===== config.mk =====
export PLATFORM = sky130hd
export DESIGN_NAME = rate_monotonic_tick_scheduler_core
export DESIGN_NICKNAME = d
export VERILOG_FILES = /design/src/sv/rmts_pkg.sv /design/src/sv/rmts_task_table.sv /design/src/sv/rmts_sequencer.sv /design/src/sv/rate_monotonic_tick_scheduler_core.sv
export SDC_FILE = /design/constraint.sdc
export NUM_CORES = 1
export LEC_CHECK = 0
export ABC_AREA = 1
export BUFFER_PORTS_ARGS = -buffer_cell sky130_fd_sc_hd__buf_4
export CAP_MARGIN = 20
export CORE_MARGIN = 2
export CORE_UTILIZATION = 35
export CTS_CLUSTER_DIAMETER = 200
export DETAILED_ROUTE_END_ITERATION = 7
export PLACE_DENSITY = 0.48
export SLEW_MARGIN = 20
export SYNTH_ARGS = -nofsm -noshare
export SYNTH_HDL_FRONTEND = slang
export SYNTH_SLANG_ARGS = --single-unit

===== constraint.sdc =====
create_clock -name clk -period 5.52 [get_ports clk]
set_clock_uncertainty 0.2 [all_clocks]
set_input_delay 1.38 -clock clk [delete_from_list [all_inputs] [get_ports clk]]
set_output_delay 1.38 -clock clk [all_outputs]
set_load 0.02 [all_outputs]

===== src/sv/rmts_pkg.sv =====
// ----------------------------------------------------------------------------
// rmts_pkg
// Types and constants shared by the rate-monotonic tick scheduler.
// ----------------------------------------------------------------------------
package rmts_pkg;

    localparam int MAX_TASKS  = 8;
    localparam int IDX_W      = 3;   // task_index field
    localparam int CNT_W      = 4;   // task_count register and running_task
    localparam int TIME_W     = 10;  // exec_time, task_period, budget, countdown

    localparam logic [CNT_W-1:0] TASK_COUNT_RST = 4'd3;

    localparam logic CMD_LOAD = 1'b0;
    localparam logic CMD_TICK = 1'b1;

    // one task table entry as seen on the read port
    typedef struct packed {
        logic [TIME_W-1:0] exec_time;
        logic [TIME_W-1:0] task_period;
        logic [TIME_W-1:0] budget;
        logic [TIME_W-1:0] countdown;
    } entry_t;

    // write request into the task table
    typedef struct packed {
        logic [IDX_W-1:0]  idx;
        logic              load;       // write exec/period and reset budget/countdown
        logic [TIME_W-1:0] exec_time;
        logic [TIME_W-1:0] task_period;
        logic              budget_we;
        logic [TIME_W-1:0] budget;
        logic              cd_we;
        logic [TIME_W-1:0] countdown;
    } tbl_wr_t;

    typedef enum logic [2:0] {
        ST_IDLE = 3'b001,
        ST_SCAN = 3'b010,
        ST_DONE = 3'b100
    } state_t;

endpackage


===== src/sv/rmts_task_table.sv =====
// ----------------------------------------------------------------------------
// rmts_task_table
// Per-task storage: exec time, period, remaining budget and period countdown.
// One combinational read port, one write port.
// ----------------------------------------------------------------------------
module rmts_task_table (
    input  logic                        clk,
    input  logic                        rst_n,
    input  logic [rmts_pkg::IDX_W-1:0]  rd_idx,
    output rmts_pkg::entry_t            rd_entry,
    input  rmts_pkg::tbl_wr_t           wr
);
    import rmts_pkg::*;

    logic [TIME_W-1:0] exec_tbl_reg   [MAX_TASKS];
    logic [TIME_W-1:0] period_tbl_reg [MAX_TASKS];
    logic [TIME_W-1:0] budget_reg     [MAX_TASKS];
    logic [TIME_W-1:0] countdown_reg  [MAX_TASKS];

    // exec/period hold garbage until loaded
    always_ff @(posedge clk)
    begin
        if (wr.load)
        begin
            exec_tbl_reg[wr.idx]   <= wr.exec_time;
            period_tbl_reg[wr.idx] <= wr.task_period;
        end
    end

    always_ff @(posedge clk or negedge rst_n)
    begin
        if (!rst_n)
        begin
            for (int i = 0; i < MAX_TASKS; i++)
            begin
                budget_reg[i]    <= '0;
                countdown_reg[i] <= '0;
            end
        end
        else if (wr.load)
        begin
            budget_reg[wr.idx]    <= wr.exec_time;
            countdown_reg[wr.idx] <= wr.task_period;
        end
        else
        begin
            if (wr.budget_we)
                budget_reg[wr.idx] <= wr.budget;
            if (wr.cd_we)
                countdown_reg[wr.idx] <= wr.countdown;
        end
    end

    assign rd_entry.exec_time   = exec_tbl_reg[rd_idx];
    assign rd_entry.task_period = period_tbl_reg[rd_idx];
    assign rd_entry.budget      = budget_reg[rd_idx];
    assign rd_entry.countdown   = countdown_reg[rd_idx];

endmodule


===== src/sv/rmts_sequencer.sv =====
// ----------------------------------------------------------------------------
// rmts_sequencer
// Walks the active entries one per cycle through a shared compare/decrement
// unit, tracks the shortest-period candidate and steps the countdowns.
// ----------------------------------------------------------------------------
module rmts_sequencer (
    input  logic                         clk,
    input  logic                         rst_n,
    input  logic                         start,
    output logic                         busy,
    input  logic                         command,
    input  logic [rmts_pkg::IDX_W-1:0]   task_index,
    input  logic [rmts_pkg::TIME_W-1:0]  exec_time,
    input  logic [rmts_pkg::TIME_W-1:0]  task_period,
    output logic                         done,
    output logic [rmts_pkg::CNT_W-1:0]   running_task,
    input  logic                         cfg_we,
    input  logic [rmts_pkg::CNT_W-1:0]   cfg_data,
    output logic [rmts_pkg::IDX_W-1:0]   rd_idx,
    input  rmts_pkg::entry_t             rd_entry,
    output rmts_pkg::tbl_wr_t            wr
);
    import rmts_pkg::*;

    state_t             state_reg, state_next;
    logic [IDX_W-1:0]   idx_reg, idx_next;
    logic [IDX_W-1:0]   best_reg, best_next;
    logic [TIME_W-1:0]  best_period_reg, best_period_next;
    logic               found_reg, found_next;
    logic               best_reload_reg, best_reload_next;
    logic [CNT_W-1:0]   task_count_reg;

    logic [CNT_W-1:0]   n_active;
    logic               last_entry;
    logic               pick;
    logic               reload;
    logic [TIME_W-1:0]  dec_in;
    logic [TIME_W-1:0]  dec_out;

    assign n_active   = (task_count_reg > CNT_W'(MAX_TASKS)) ? CNT_W'(MAX_TASKS)
                                                               : task_count_reg;
    assign last_entry = ((CNT_W'(idx_reg) + CNT_W'(1)) == n_active);

    // shared unit: priority compare, and one decrementer that steps the
    // countdown during the scan and spends the chosen budget at the end
    assign pick    = (rd_entry.budget != '0) &&
                     (!found_reg || (rd_entry.task_period < best_period_reg));
    assign dec_in  = (state_reg == ST_DONE) ? rd_entry.budget : rd_entry.countdown;
    assign dec_out = dec_in - TIME_W'(1);
    assign reload  = (rd_entry.countdown != '0) && (dec_out == '0);

    assign rd_idx = (state_reg == ST_DONE) ? best_reg : idx_reg;

    always_comb
    begin
        state_next       = state_reg;
        idx_next         = idx_reg;
        best_next        = best_reg;
        best_period_next = best_period_reg;
        found_next       = found_reg;
        best_reload_next = best_reload_reg;

        wr             = '0;
        wr.idx         = rd_idx;
        wr.exec_time   = exec_time;
        wr.task_period = task_period;

        case (state_reg)
            ST_IDLE:
            begin
                if (start)
                begin
                    if (command == CMD_LOAD)
                    begin
                        wr.idx  = task_index;
                        wr.load = 1'b1;
                    end
                    else
                    begin
                        idx_next         = '0;
                        found_next       = 1'b0;
                        best_reload_next = 1'b0;
                        state_next       = (n_active == '0) ? ST_DONE : ST_SCAN;
                    end
                end
            end
            ST_SCAN:
            begin
                if (pick)
                begin
                    best_next        = idx_reg;
                    best_period_next = rd_entry.task_period;
                    found_next       = 1'b1;
                    best_reload_next = reload;
                end
                if (rd_entry.countdown != '0)
                begin
                    wr.cd_we = 1'b1;
                    if (reload)
                    begin
                        wr.countdown = rd_entry.task_period;
                        wr.budget_we = 1'b1;
                        wr.budget    = rd_entry.exec_time;
                    end
                    else
                        wr.countdown = dec_out;
                end
                if (last_entry)
                    state_next = ST_DONE;
                else
                    idx_next = idx_reg + IDX_W'(1);
            end
            ST_DONE:
            begin
                // a reload of the chosen task overrides its spent tick
                if (found_reg && !best_reload_reg)
                begin
                    wr.budget_we = 1'b1;
                    wr.budget    = dec_out;
                end
                state_next = ST_IDLE;
            end
            default:
                state_next = ST_IDLE;
        endcase
    end

    always_ff @(posedge clk or negedge rst_n)
    begin
        if (!rst_n)
        begin
            state_reg       <= ST_IDLE;
            idx_reg         <= '0;
            best_reg        <= '0;
            found_reg       <= 1'b0;
            best_reload_reg <= 1'b0;
            task_count_reg  <= TASK_COUNT_RST;
        end
        else
        begin
            state_reg       <= state_next;
            idx_reg         <= idx_next;
            best_reg        <= best_next;
            found_reg       <= found_next;
            best_reload_reg <= best_reload_next;
            if (cfg_we)
                task_count_reg <= cfg_data;
        end
    end

    always_ff @(posedge clk)
    begin
        best_period_reg <= best_period_next;
    end

    assign busy         = (state_reg != ST_IDLE);
    assign done         = (state_reg == ST_DONE);
    assign running_task = found_reg ? (CNT_W'(best_reg) + CNT_W'(1)) : '0;

endmodule


===== src/sv/rate_monotonic_tick_scheduler_core.sv =====
// ----------------------------------------------------------------------------
// rate_monotonic_tick_scheduler_core
// Rate-monotonic scheduler: task table plus a sequencer that picks the
// shortest-period task with budget each tick and steps the period countdowns.
//
//   channel  | handshake              | word
//   ---------+------------------------+-----------------------------------------
//   command  | start & !busy          | command, task_index, exec_time, task_period
//   result   | done (one-cycle pulse) | running_task
//   config   | cfg_we                 | cfg_data (task_count)
//
// A load writes the table straight from idle; busy stays low.
// A tick steps through the n = min(task_count, 8) active entries in the shared
// compare/decrement unit, then updates the chosen budget in the done state.
// done pulses in the done state; the receiver cannot stall it.
// Reset clears all budgets and countdowns; task_count resets to 3.
// ----------------------------------------------------------------------------
module rate_monotonic_tick_scheduler_core (
    input  logic                         clk,
    input  logic                         rst_n,
    input  logic                         start,
    output logic                         busy,
    input  logic                         command,
    input  logic [rmts_pkg::IDX_W-1:0]   task_index,
    input  logic [rmts_pkg::TIME_W-1:0]  exec_time,
    input  logic [rmts_pkg::TIME_W-1:0]  task_period,
    output logic                         done,
    output logic [rmts_pkg::CNT_W-1:0]   running_task,
    input  logic                         cfg_we,
    input  logic [rmts_pkg::CNT_W-1:0]   cfg_data
);
    import rmts_pkg::*;

    logic [IDX_W-1:0] rd_idx;
    entry_t           rd_entry;
    tbl_wr_t          wr;

    rmts_sequencer u_seq (
        .clk          (clk),
        .rst_n        (rst_n),
        .start        (start),
        .busy         (busy),
        .command      (command),
        .task_index   (task_index),
        .exec_time    (exec_time),
        .task_period  (task_period),
        .done         (done),
        .running_task (running_task),
        .cfg_we       (cfg_we),
        .cfg_data     (cfg_data),
        .rd_idx       (rd_idx),
        .rd_entry     (rd_entry),
        .wr           (wr)
    );

    rmts_task_table u_table (
        .clk      (clk),
        .rst_n    (rst_n),
        .rd_idx   (rd_idx),
        .rd_entry (rd_entry),
        .wr       (wr)
    );

endmodule


==> results of run 1 <==
-- synthesized netlist by cell type (3+ instances only) --
cell type                  number  area [µm²]
sky130_fd_sc_hd__nand2_1      579        2170
sky130_fd_sc_hd__nand3_1      425        2130
sky130_fd_sc_hd__dfrtp_1      172        4300
sky130_fd_sc_hd__edfxtp_1     170        5100
sky130_fd_sc_hd__nor2_1       149         559
sky130_fd_sc_hd__inv_1        122         458
sky130_fd_sc_hd__o21ai_0      108         541
sky130_fd_sc_hd__clkbuf_1      79         297
sky130_fd_sc_hd__nand4_1       53         332
sky130_fd_sc_hd__a21oi_1       35         175
sky130_fd_sc_hd__o22ai_1       27         169
sky130_fd_sc_hd__buf_2         24         120
sky130_fd_sc_hd__buf_1         17        63.8
sky130_fd_sc_hd__ha_1          13         163
sky130_fd_sc_hd__o21ai_1       10        50.1
sky130_fd_sc_hd__o21bai_1      10        75.1
sky130_fd_sc_hd__o22a_1        10        87.6
sky130_fd_sc_hd__a31oi_1        7        43.8
sky130_fd_sc_hd__nand2_4        7        78.8
sky130_fd_sc_hd__nor3_1         6        30.0
sky130_fd_sc_hd__nand2_2        5        31.3
sky130_fd_sc_hd__buf_4          4        30.0
sky130_fd_sc_hd__nor2_2         4        25.0
sky130_fd_sc_hd__dfstp_2        3        78.8
sky130_fd_sc_hd__inv_2          3        11.3
sky130_fd_sc_hd__nand3_2        3        30.0
sky130_fd_sc_hd__nand3b_1       3        22.5
sky130_fd_sc_hd__o22ai_2        3        37.5
-- worst min-delay path by stage --
stage | depth (start not counted) | end | slack (ns)
floorplan | 2 | u_table.budget_reg[39] | 0.25
global placement | 2 | u_table.budget_reg[54] | 0.26
detailed placement | 2 | u_table.budget_reg[49] | 0.27
CTS | 2 | u_table.budget_reg[49] | 0.28
global route | 2 | u_table.budget_reg[49] | 0.30
finish | 2 | u_table.budget_reg[43] | 0.28
-- worst max-delay path, delay by kind of cell, from the launching register on --
| family | cells | cell delay, ns |
|---|---|---|
| fa+ha+maj | 1 | 0.25 |
| buf+inv | 3 | 1.14 |
| flops | 1 | 0.42 |
| compound gates | 6 | 1.40 |
| simple gates | 9 | 1.14 |
-- cell families after synthesis --
logic type	Yosys count	synth area share (%)
compound gates	219	7.26
fa+ha+maj	13	0.933
simple gates	1242	31.4
mux	1	0.0646
flops	345	54.4
xor+xnor	3	0.151
buf+inv	251	5.75
-- per-stage QoR --
| stage | hold WS [ns] | std cells | setup WS, ns |
|---|---|---|---|
| floorplan | 0.247 | 2074 | 1.18 |
| global placement | 0.264 | 2715 | 0.664 |
| detailed placement | 0.267 | 2715 | 0.633 |
| CTS | 0.281 | 2792 | 0.580 |
| global route | 0.295 | 2792 | 0.158 |
| finish | 0.279 | 2792 | 0.561 |
-- final cells by class --
class | count | area [µm²] | share of cell area (%)
well taps | 664 | 831 | 4.15
inverters | 125 | 469 | 2.34
flip-flops and latches | 345 | 9490 | 47.4
repair buffers | 103 | 877 | 4.38
clock inverters | 17 | 160 | 0.800
multi-input cells | 1478 | 7050 | 35.2
clock buffers | 60 | 1150 | 5.74
-- layer usage --
| metal | GRT usage (%) | part of all wire [%] | up-vias |
|---|---|---|---|
| met1 | 36.9 | 44 | 7644 |
| met2 | 39.1 | 45 | 650 |
| li1 | - | - | 7100 |
| met5 | 0 | 0.025 | - |
| met4 | 8.60 | 3.1 | 2 |
| met3 | 4.01 | 7.9 | 104 |
-- power by group through the flow --
stage / combinational [mW] / sequential, mW / clock (mW)
2_1_floorplan: 3.43 / 3.53 / 0
3_3_place_gp: 5.30 / 3.61 / 0
3_5_place_dp: 5.33 / 3.61 / 0
4_1_cts: 5.36 / 3.57 / 2.75
5_1_grt: 5.93 / 3.63 / 2.84
6_report: 5.40 / 3.58 / 2.70
==> metrics.sh, run 1 <==
OUTCOME='completed'
POWER.DENSITY_CELL_AREA_mW_PER_MM2=583
CRIT_PATH_START_KIND='flop'
POST-ROUTE-PERIOD-UTIL_PCT=89.8
CLK_TRANSITION_REPORTED_PATHS_NS=0.06
ANT_NETS=0
WORST_R2R_ENDPOINT='u_seq.best_period_reg[0]'
CRIT_PATH_CELL_TRACE='nor2_4, nand2_2, buf_4, o21ai_4, buf_4, o21ai_0, o22ai_1, nand2_1, nand2_1, ha_1, a21oi_1, nor2_1, a211oi_1, o21ai_0, nand3_1, nand3_1, nand2_1, nand2_1, inv_1'
SEQUENTIALPOWERSHARE_PCT=30.6
CP-END-KIND='flop'
POSTSYNTHCELLCOUNT=2074
DRTITER0DRC=1727
CTS_ROOT_BUFFER='sky130_fd_sc_hd__clkbuf_16'
TIMING.SLEW.HEADROOM_PCT=27.5
YS_DOMINANT_REG_CELL='sky130_fd_sc_hd__dfrtp_1'
FIRST_GLOBAL_VIAS=14500
WORST-PATH-MAX-FANOUT=29
SYNTH_NETS=2119
SYNTH-SEQ-AREA-SHARE_PCT=54.4
CTSHOLDBUFFERS=0
MAXIMUM_LEVEL_OF_THE_CTS_H_TREE=2
CRIT_START='u_seq.state_reg[1]'
WORSTHOLDSTART='u_table.budget_reg[43]'
CLOCKPOWERSHARE_PCT=23.1
ROUTE.VIAS.TOTAL=15500
TIMING_MAX_TRANSITION_VIOLATIONS_FINAL=0
SLOWEST_STAGE='sky130_fd_sc_hd__o21ai_4'
SETUP_VIOLATIONS=0
P_TOTAL_mW=11.7
CLOCK_LATENCY_LATE_SINK_NS=0.57
FILLERINSTANCES=5039
MOST-COMMON-LAYOUT-CELLS='578 x sky130_fd_sc_hd__nand2_1, 425 x sky130_fd_sc_hd__nand3_1, 172 x sky130_fd_sc_hd__dfrtp_1'
FINAL_LAYOUT_SIZE_SUFFIX_GT1_SHARE_PCT=9.87
GLOBAL_ROUTE_TOTAL_OVERFLOW=0
POWER_LEAKAGE_nW=8.48
DRT-PASS1-ITER-COUNT=5
CRITICAL_PATH_CLASS='flop to flop'
POST_SYNTH_NUM_CELL_TYPES=44
ANTENNA_VIOLATIONS_BEFORE_REPAIR=1
CRITICAL_PATH.REG2REG.STARTPOINT='u_seq.state_reg[1]'
MOSTFREQUENTLAYOUTCELL='sky130_fd_sc_hd__nand2_1'
SHARE_COMB_OF_TOTAL_POWER_PCT=46.2
CRITICAL_PATH_REQUIRED_NS=5.53
VIA_PER_INST=5.55
PLACEMENT_ROWS=81
WORSTPATHARRIVAL_NS=4.97
POST_DRT_WL_PER_CELL_UM=23.3
RSZ0062_AT_GRT='false'
REGISTER_BIT_TOTAL_FROM_SYNTHESIS=345
DIE_W_UM=227
CTSLONGESTPATHBUFFERS=3
STARTING_DENSITY_OF_THE_CORE_PCT=35.5
CTS_MADE_BUFFERS=42
SYNTH_ENABLE_FLOP_CELLS=170
SETUP-TNS-FINAL_NS=0
ROUTE.FINAL.WIRE_LENGTH_UM=64900
TIGHTESTPINTRANSITION_NS=1.08
POSTCTSSETUPBUFFERS=0
SETUP.WORST_PATH.END='u_seq.best_period_reg[0]'
FINISH.UTILIZATION_PCT=40.8
CORE_AREA_MM2=0.0491
DIEAREA_MM2=0.0516
DIE-HEIGHT_UM=227
NNETSFINAL=2140
INSERTEDDIODECOUNT=0
FINALINSTANCEAREA_MM2=0.0200
SLOWEST_STAGE_DELAY_CP_NS=0.59
CTS_RESIZED=0
CTS_TREE='built'
GRT_PASS1_WL_UM=96700
CLOCK_SINK_COUNT=345
HIGHEST_CLOCK_RATE_MHz=202
GRT_USAGE_PCT=25.5
DP.FINAL_HPWL_UM=40600
YS.WARNINGS.COUNT=0
MAXCAPVIOLCOUNT=0
NET-SWITCHING-POWER_mW=5.29
NUMBER_OF_BUFFERS_INSERTED_BY_PORT_BUFFERING=37
GRT_START_MAX_NET_PINS=85
SYN-CELL-AREA_MM2=0.0174
GP_CONGESTION=0.942
TIMING.REG2REG.WORST_PATH_DEPTH=19
PLACEDINSTANCEAREA_MM2=0.0187
FINAL-HOLD-VIOLATION-COUNT=0
FINAL_PERIOD_MINUS_WORST_SETUP_SLACK_NS=4.96
WORST_HOLD_PATH_TYPE='flop to flop'
P_SW_SHARE_PCT=45.3
SYN-MEAN-INSTANCE-AREA_UM2=8.40
CRITICAL_PATH.MOST_COMMON_CELL='sky130_fd_sc_hd__nand2_1'
WORST_IR_DROP_VDD_mV=0.250
TIMING.REG2REG.SETUP_SLACK_NS=0.56
AREAGROWTHSYNTHTOFINISH_PCT=14.9
P_INT_mW=6.39
SYNTH_ASYNC_SR_FLOP_SHARE_PCT=50.7
DRCVIOLATIONCOUNT=0
TOP_LEVEL_PORT_COUNT=38
Power figures use the tool's default switching activity.
==> run 2: changes to the inputs <==
CELL_PAD_IN_SITES_DETAIL_PLACEMENT = 0   (was not set)
CELL_PAD_IN_SITES_GLOBAL_PLACEMENT = 2   (was not set)
PLACE_DENSITY = 0.71   (was 0.48)
SKIP_LAST_GASP = 1   (was not set)
==> run 2 against run 1 <==
Against the previous run: wire length grew 6.7%; sequential cell count is the same; largest cell class unchanged; largest power group unchanged; via count grew 0.26%; sequential share of layout area is essentially flat; die area is the same; utilization is essentially flat; global-route usage grew 1.7 points; first-iteration DRC count grew 0.35%.
==> metrics.sh, run 2 (synthesized netlist as in run 1, its figures left out) <==
TIMING.SLEW.HEADROOM_PCT=41.7  # +14 points
WORST-PATH-MAX-FANOUT=61  # +110%
CRIT_PATH_CELL_TRACE='nor2_4, nand2_2, nand2_2, nand2_8, buf_6, nor2_1, o22ai_1, nor2_1, a31oi_1, ha_1, nand2_1, nor2_1, a211oi_1, o21ai_0, nand3_1, nand3_1, nand2_1, nand2_1, clkinvlp_4'
TOP_LEVEL_PORT_COUNT=38  # unchanged
ROUTE.VIAS.TOTAL=15500  # +0.26%
OUTCOME='completed'
WORSTHOLDSTART='u_table.budget_reg[3]'
GRT_PASS1_WL_UM=102000  # +5.3%
DIEAREA_MM2=0.0516  # unchanged
TIMING.REG2REG.SETUP_SLACK_NS=0.51  # -0.05 ns
DIE_W_UM=227  # unchanged
DP.FINAL_HPWL_UM=43500  # +7.2%
P_INT_mW=6.37  # -0.28%
DIE-HEIGHT_UM=227  # unchanged
PATH_DELAY_FAMILY='simple AND/OR/NAND/NOR gates'
POST-ROUTE-PERIOD-UTIL_PCT=90.7  # +0.91 points
DRTITER0DRC=1733  # +0.35%
PRE_CTS_SLACK_NS=0.248  # -0.384 ns
FINISH.UTILIZATION_PCT=40.9  # about the same
VIA_PER_INST=5.57  # +0.37%
DRT-PASS1-ITER-COUNT=6  # +1
MOST-COMMON-LAYOUT-CELLS='578 x sky130_fd_sc_hd__nand2_1, 425 x sky130_fd_sc_hd__nand3_1, 172 x sky130_fd_sc_hd__dfrtp_1'
WORST_HOLD_PATH_TYPE='flop to flop'
SLOWEST_STAGE_DELAY_CP_NS=0.55  # -0.04 ns
PLACEDINSTANCEAREA_MM2=0.0187  # -0.28%
MAXCAPVIOLCOUNT=0  # unchanged
SETUP_VIOLATIONS=0  # unchanged
CLOCK_LATENCY_LATE_SINK_NS=0.59  # +0.02 ns
FIRST_GLOBAL_VIAS=14800  # +2.1%
FINAL.HOLD.WORST_SLACK_NS=0.278  # -0.00144 ns
TIMING.CRITICAL_PATH.BUF_INV=2  # -1
CTS_TREE='built'
FINAL-HOLD-VIOLATION-COUNT=0  # unchanged
GLOBAL_ROUTE_TOTAL_OVERFLOW=0  # unchanged
POSTCTSSETUPBUFFERS=0  # unchanged
P_TOTAL_mW=11.8  # +1.4%
ANTENNA_VIOLATIONS_BEFORE_REPAIR=0  # -1
CLK_TRANSITION_REPORTED_PATHS_NS=0.06  # about the same
STARTING_DENSITY_OF_THE_CORE_PCT=35.5  # unchanged
GRT_USAGE_PCT=27.3  # +1.7 points
GRT_START_MAX_NET_PINS=78  # -8.2%
TIMING_MAX_TRANSITION_VIOLATIONS_FINAL=0  # unchanged
MIN_DELAY_PATH_DEPTH=2  # unchanged
CORE_AREA_MM2=0.0491  # unchanged
REGISTER_AREA_MM2=0.00949  # unchanged
WORST_IR_DROP_VDD_mV=0.282  # +13%
POWER.DENSITY_CELL_AREA_mW_PER_MM2=591  # +1.3%
CLOCKPOWERSHARE_PCT=23.3  # +0.2 points
WORST_HOLD_PATH.ENDPOINT='u_table.budget_reg[3]'
FINAL_LAYOUT_SIZE_SUFFIX_GT1_SHARE_PCT=10.3  # +0.44 points
RSZ0062_AT_GRT='false'
MULTIINPUTGATEAREA_MM2=0.00708  # +0.46%
GP_CONGESTION=0.863  # -8.3%
CTS_MADE_BUFFERS=43  # +2.4%
POST_DRT_WL_PER_CELL_UM=24.8  # +6.8%
TIMING.REG2REG.WORST_PATH_DEPTH=19  # unchanged
P_SW_SHARE_PCT=46.2  # +0.92 points
CTSLONGESTPATHBUFFERS=3  # unchanged
SLOWEST_STAGE='sky130_fd_sc_hd__dfstp_2'
PLACEMENT_ROWS=81  # unchanged
ROUTE.FINAL.WIRE_LENGTH_UM=69300  # +6.7%
CRIT_PATH_START_KIND='flop'
DRCVIOLATIONCOUNT=0  # unchanged
NET-SWITCHING-POWER_mW=5.48  # +3.5%
FINALINSTANCEAREA_MM2=0.0200  # about the same
FINAL_CRITICAL_PATH_SETUP_SLACK_NS=0.511  # -0.0501 ns
TIGHTESTPINTRANSITION_NS=0.868  # -0.215 ns
ANT_NETS=0  # unchanged
CLOCK_SINK_COUNT=345  # unchanged
CRITICAL_PATH_CLASS='flop to flop'
DP_CELLS=2712  # -0.11%
FINAL_PERIOD_MINUS_WORST_SETUP_SLACK_NS=5.01  # +0.0501 ns
SHARE_COMB_OF_TOTAL_POWER_PCT=46.4  # +0.2 points
HIGHEST_CLOCK_RATE_MHz=200  # -1.0%
MOSTFREQUENTLAYOUTCELL='sky130_fd_sc_hd__nand2_1'
MAXIMUM_LEVEL_OF_THE_CTS_H_TREE=2  # unchanged
POWER_LEAKAGE_nW=8.50  # +0.21%
WORST_R2R_ENDPOINT='u_seq.best_period_reg[7]'
SEQUENTIALPOWERSHARE_PCT=30.3  # -0.3 points
NNETSFINAL=2138  # -0.093%
FILLERINSTANCES=5068  # +0.58%
CRITICAL_PATH.REG2REG.STARTPOINT='u_seq.state_reg[0]'
SETUP-TNS-FINAL_NS=0  # unchanged
CP-END-KIND='flop'
CTS_ROOT_BUFFER='sky130_fd_sc_hd__clkbuf_16'
WORSTPATHARRIVAL_NS=5.08  # +0.11 ns
CRITICAL_PATH_REQUIRED_NS=5.59  # +0.06 ns
FINISH.CELL_COUNT_WITHOUT_FILLERS=2789  # -0.11%
AREAGROWTHSYNTHTOFINISH_PCT=15.0  # about the same
CTSHOLDBUFFERS=0  # unchanged
INSERTEDDIODECOUNT=0  # unchanged
NUMBER_OF_BUFFERS_INSERTED_BY_PORT_BUFFERING=37  # unchanged
==> run 2: cell count changes in the layout (fill, tap and decap cells not counted), moves of 2 or more <==
cell / change
sky130_fd_sc_hd__a31oi_1: -3
sky130_fd_sc_hd__a31oi_2: +3
sky130_fd_sc_hd__buf_12: -3
sky130_fd_sc_hd__bufinv_16: -2
sky130_fd_sc_hd__clkbuf_1: -2
sky130_fd_sc_hd__clkbuf_8: +7
sky130_fd_sc_hd__clkinv_1: -6
sky130_fd_sc_hd__clkinv_2: +4
sky130_fd_sc_hd__inv_16: +2
==> run 2: how the worst max path moves through the flow <==
stage	startpoint	end	slack, ns	depth (start not counted)
after floorplan	start	u_table.exec_tbl_reg[5][0]	1.18	11
after CTS	u_seq.state_reg[0]	u_seq.best_period_reg[4]	0.23	19
after global placement	u_seq.state_reg[0]	u_seq.best_period_reg[5]	0.25	19
after global routing	u_seq.state_reg[0]	u_seq.best_period_reg[6]	0.13	18
final	u_seq.state_reg[0]	u_seq.best_period_reg[7]	0.51	19
after detailed placement	u_seq.state_reg[0]	u_seq.best_period_reg[5]	0.25	19
==> run 2: per-layer routing <==
metal	part of all wire, %	vias up	track usage, %
li1	-	7088	-
met2	45	586	42.5
met3	6.4	120	3.76
met1	45	7747	39.0
met5	0	-	0
met4	3.1	0	9.21
==> run 2: repair_timing <==
item,4_1_cts,5_1_grt
setup endpoints to repair,0,10
endpoints found under the hold margin,0,0
gates resized for setup,0,6
==> run 2: worst reg2reg max path, stage by stage (launching register included) <==
cell and delay [ns]:
sky130_fd_sc_hd__dfstp_2 0.55, sky130_fd_sc_hd__nor2_4 0.05, sky130_fd_sc_hd__nand2_2 0.21, sky130_fd_sc_hd__nand2_2 0.24, sky130_fd_sc_hd__nand2_8 0.40, sky130_fd_sc_hd__buf_6 0.52, sky130_fd_sc_hd__nor2_1 0.11, sky130_fd_sc_hd__o22ai_1 0.17
sky130_fd_sc_hd__nor2_1 0.06, sky130_fd_sc_hd__a31oi_1 0.53, sky130_fd_sc_hd__ha_1 0.36, sky130_fd_sc_hd__nand2_1 0.09, sky130_fd_sc_hd__nor2_1 0.05, sky130_fd_sc_hd__a211oi_1 0.16, sky130_fd_sc_hd__o21ai_0 0.12, sky130_fd_sc_hd__nand3_1 0.08
sky130_fd_sc_hd__nand3_1 0.16, sky130_fd_sc_hd__nand2_1 0.11, sky130_fd_sc_hd__nand2_1 0.24, sky130_fd_sc_hd__clkinvlp_4 0.31
==> run 2: layout make-up <==
cell class	instances	area share (%)
repair buffers	100	4.11
well taps	664	4.15
clock inverters	13	0.612
clock buffers	64	6.11
inverters	125	2.36
flip-flops and latches	345	47.3
multi-input cells	1478	35.3
==> run 2: power by group through the flow <==
stage | Clock, mW | Combinational, mW | Sequential (mW)
after floorplan | 0 | 3.43 | 3.53
after global placement | 0 | 5.44 | 3.63
after detailed placement | 0 | 5.45 | 3.62
after CTS | 2.81 | 5.45 | 3.58
after global routing | 2.91 | 6.05 | 3.65
final | 2.76 | 5.49 | 3.59
